--- config.mk ---
export PLATFORM = sky130hd
export DESIGN_NAME = pipw_vertex_store
export DESIGN_NICKNAME = d
export VERILOG_FILES = /design/src/rtl/core/pipw_pkg.sv /design/src/rtl/core/pipw_vertex_store.sv
export SDC_FILE = /design/constraint.sdc
export NUM_CORES = 2
export LEC_CHECK = 0
export ABC_AREA = 0
export BUFFER_PORTS_ARGS = -buffer_cell sky130_fd_sc_hd__buf_2
export CAP_MARGIN = 20
export CORE_MARGIN = 5
export CORE_UTILIZATION = 48
export DETAILED_ROUTE_END_ITERATION = 10
export GPL_TIMING_DRIVEN = 0
export PLACE_DENSITY = 0.66
export SLEW_MARGIN = 20
export SYNTH_ARGS = -nofsm -noshare
export SYNTH_HDL_FRONTEND = slang
export SYNTH_SLANG_ARGS = --single-unit
--- constraint.sdc ---
create_clock -name clk -period 7.65 [get_ports clk]
set_clock_uncertainty 0.05 [all_clocks]
set_input_delay 1.53 -clock clk [delete_from_list [all_inputs] [get_ports clk]]
set_output_delay 1.53 -clock clk [all_outputs]
set_load 0.005 [all_outputs]
--- src/rtl/core/pipw_pkg.sv ---
package pipw_pkg;

  // Fixed field widths of the ports
  localparam int FIELD_COORD_W = 32;
  localparam int FIELD_IDX_W   = 6;
  localparam int CNT_W         = 7;

  // Storage and arithmetic sizing
  localparam int MAX_VERTICES = 64;
  localparam int COORD_W      = 32;
  localparam int AW           = $clog2(MAX_VERTICES);
  localparam int NW           = $clog2(MAX_VERTICES + 1);
  localparam int WN_W         = AW + 2;

  typedef logic signed [COORD_W-1:0] coord_t;
  typedef logic signed [COORD_W:0]   diff_t;
  typedef logic        [COORD_W-1:0] mag_t;
  typedef logic        [2*COORD_W-1:0] prod_t;

  typedef struct packed {
    coord_t x;
    coord_t y;
  } vertex_t;

  typedef enum logic [6:0] {
    S_IDLE  = 7'b0000001,
    S_FIRST = 7'b0000010,
    S_DIFF  = 7'b0000100,
    S_MUL1  = 7'b0001000,
    S_MUL2  = 7'b0010000,
    S_LAST  = 7'b0100000,
    S_SPARE = 7'b1000000
  } state_t;

  function automatic mag_t mag_of(diff_t d);
    diff_t neg;
    neg = -d;
    return d[COORD_W] ? neg[COORD_W-1:0] : d[COORD_W-1:0];
  endfunction

endpackage

--- src/rtl/core/pipw_vertex_store.sv ---
module pipw_vertex_store (
  input  logic                   clk,
  input  logic                   wr_en,
  input  logic [pipw_pkg::AW-1:0] wr_addr,
  input  pipw_pkg::vertex_t      wr_data,
  input  logic [pipw_pkg::AW-1:0] rd_addr,
  output pipw_pkg::vertex_t      rd_data
);
  import pipw_pkg::*;

  vertex_t mem [MAX_VERTICES];
  vertex_t rd_data_r;

  always_ff @(posedge clk) begin
    if (wr_en) begin
      mem[wr_addr] <= wr_data;
    end
  end

  always_ff @(posedge clk) begin
    rd_data_r <= mem[rd_addr];
  end

  assign rd_data = rd_data_r;

endmodule

==> impl_metrics.ini <==
[synthesis]
avgSynthCellArea_um2 = 23.7
synth_top_area_frac = 0.787
syn_nets = 6676
yosysSeqAreaShare = 0.795
yosys_warnings = 0
synthCells = 6598
synthesis.area_um2 = 156000
yosysTopAreaCell = edfxtp_1
synthTopCellsByArea = edfxtp_1 79%, mux4_2 15%, mux2i_1 0.86%, dfxtp_1 0.82%, a22oi_1 0.81%
synth-seq-cells = 4160
ys_types = 33

[die]
ios = 142
core-area_um2 = 324000
die_w_um = 581
core.rowCount = 209
die_h_um = 581
dieArea_um2 = 337000
initial_core_util = 0.482

[clocking]
cts_resized = 0
insertion_delay_ns = 0.94
ctsHoldBuffers = 0
cts_htree_levels = 5
clkTransAtPathRegs_ns = 0.06
post_cts_buffers = 0
cts_made_buffers = 406
cts_buffer_depth = 4
cts_tree = done
cts.sinks = 4160
root_buffer = clkbuf_16

[sta]
fin_crit_ns = 4.97
fin_crit_sh = 0.649
fmax_mhz = 201
tns_ns = 0
slew_violations = 0
worst-slew-pin-transition_ns = 1.19
setup_violations = 0
slew_headroom = 0.209
rsz0062_at_grt = false
finalHoldViolCount = 0

[route]
post_drt_wl_per_cell_um = 35.0
wirelength_um = 424000
viasPerCell = 6.35
num_vias = 76800
firstDrtPassIters = 6
drcViolationCount = 0
ant_nets = 0
drtIter0Drc = 11000

[global_routing]
grt_pass1_wl_um = 595000
antenna_found_initial = 45
grt_pass1_vias = 76900
grt_max_degree = 65
grt_usage = 0.249
grt_overflow = 0

[power_and_ir_drop]
p_leak_nw = 57.1
p_per_area_nw_per_um2 = 264
power_w = 0.0481
peakVddDrop_uv = 218

[setup_path]
crit_fanout = 10
worstRegToRegCells = 5
path_class = input pin to flop
cp-start-kind = input pin
reg2reg_to = rd_data[33]
regToRegStartpoint = mem[63][33]
r2r_slack_ns = 4.84
end_kind = flop
worstPathArrival_ns = 5.63
cp.required_ns = 8.31

[final_layout]
area_growth_pct = 16.6
final_nets = 7477
final_common_cell = edfxtp_1
final_core_util = 0.562
layout_common_cells = 4096 x edfxtp_1, 1024 x mux4_2, 417 x clkbuf_16, 243 x buf_2, 188 x clkbuf_1
final_cell_count_no_fill = 12100
drive_gt1_frac = 0.304

[worst_hold_path]
whs_path_depth = 4
hp-class = flop to flop
hp-start = mem[36][42]
min_to = rd_data[42]

[place]
dp.cells = 11300
place_hpwl_um = 284000
portBuffers = 133
gp_congestion = 0.826

[status]
status = complete, no violations

[job]
cap_violations = 0
## layer usage
layer | GRT usage | vias up | wire (um)
met4 | 0.0947 | 22 | 18500
li1 | - | 30200 | -
met5 | 0 | - | 133
met3 | 0.0545 | 851 | 46300
met1 | 0.343 | 40900 | 155000
met2 | 0.395 | 4753 | 203000
## report_power, final
part | switching (W) | internal [W] | total (W)
clock | 0.00852 | 0.0118 | 0.0203
combinational | 0.00163 | 0.000834 | 0.00246
sequential | 0.0000476 | 0.0252 | 0.0253
total | 0.0102 | 0.0379 | 0.0481
## critical path, stage by stage
cell,delay (ns)
buf_2,0.30
buf_4,0.32
buf_2,0.49
buf_2,0.65
buf_4,0.37
mux2i_1,0.13
o22ai_1,0.58
a31oi_1,0.32
a211oi_1,0.87
## cells in the mapped netlist, drive strengths merged
cell,n
edfxtp,4096
mux4,1024
buf,230
a22oi,168
clkbuf,140
mux2i,135
nor2,112
a22o,88
o22ai,83
and3,64
dfxtp,64
a211oi,63
nand2,58
nand3,45
o221ai,38
or3,29
nor2b,28
or2,28
a41oi,26
a2bb2oi,19
inv,19
a31oi,18
nand2b,11
and2,3
nand3b,2
nand4,2
nor3,2
a31o,1
nand4b,1
or3b,1
## state kept, by name, summed over array words and instances, names as in the netlist
signal,flops
rd_data,64
mem,4096
## cell type report
class | instances | area (um^2)
diodes | 34 | 85.1
well taps | 4325 | 5410
plain buffers | 370 | 1780
clock inverters | 253 | 2650
inverters | 19 | 71.3
flip-flops and latches | 4160 | 124000
clock buffers | 488 | 10900
fillers | 23200 | 142000
multi-input cells | 2049 | 30800
repair buffers | 393 | 6350
## worst max-delay path by stage
stage / start / endpoint / slack, ns / depth (start not counted)
6_report: rd_addr[2] / rd_data[6] / 2.68 / 9
5_1_grt: rd_addr[2] / rd_data[58] / 2.72 / 9
4_1_cts: rd_addr[0] / rd_data[33] / 2.80 / 8
3_5_place_dp: rd_addr[0] / rd_data[33] / 1.91 / 8
3_3_place_gp: wr_addr[3] / mem[48][37] / -5.62 / 4
2_1_floorplan: wr_addr[3] / mem[48][0] / 0.63 / 4
## per-stage QoR
stage / setup WS (ns) / instance area, um^2 / hold WS, ns
2_1_floorplan: 0.634 / 156000 / 0.738
3_3_place_gp: -5.62 / 162000 / 0.872
3_5_place_dp: 1.91 / 169000 / 0.867
4_1_cts: 2.80 / 182000 / 0.896
5_1_grt: 2.72 / 182000 / 0.920
6_report: 2.68 / 182000 / 0.881
## cell families (layout without fill, tap and decap cells)
group,after synthesis,count (layout),synth area share
AO/OA/AOI/OAI,504,504,0.0248
buffers and inverters,389,1523,0.0118
multiplexers,1159,1159,0.156
flip-flops,4160,4160,0.795
AND/OR/NAND/NOR,386,386,0.0124
other,0,34,0
Note: power is estimated with default switching activity, not from simulation.
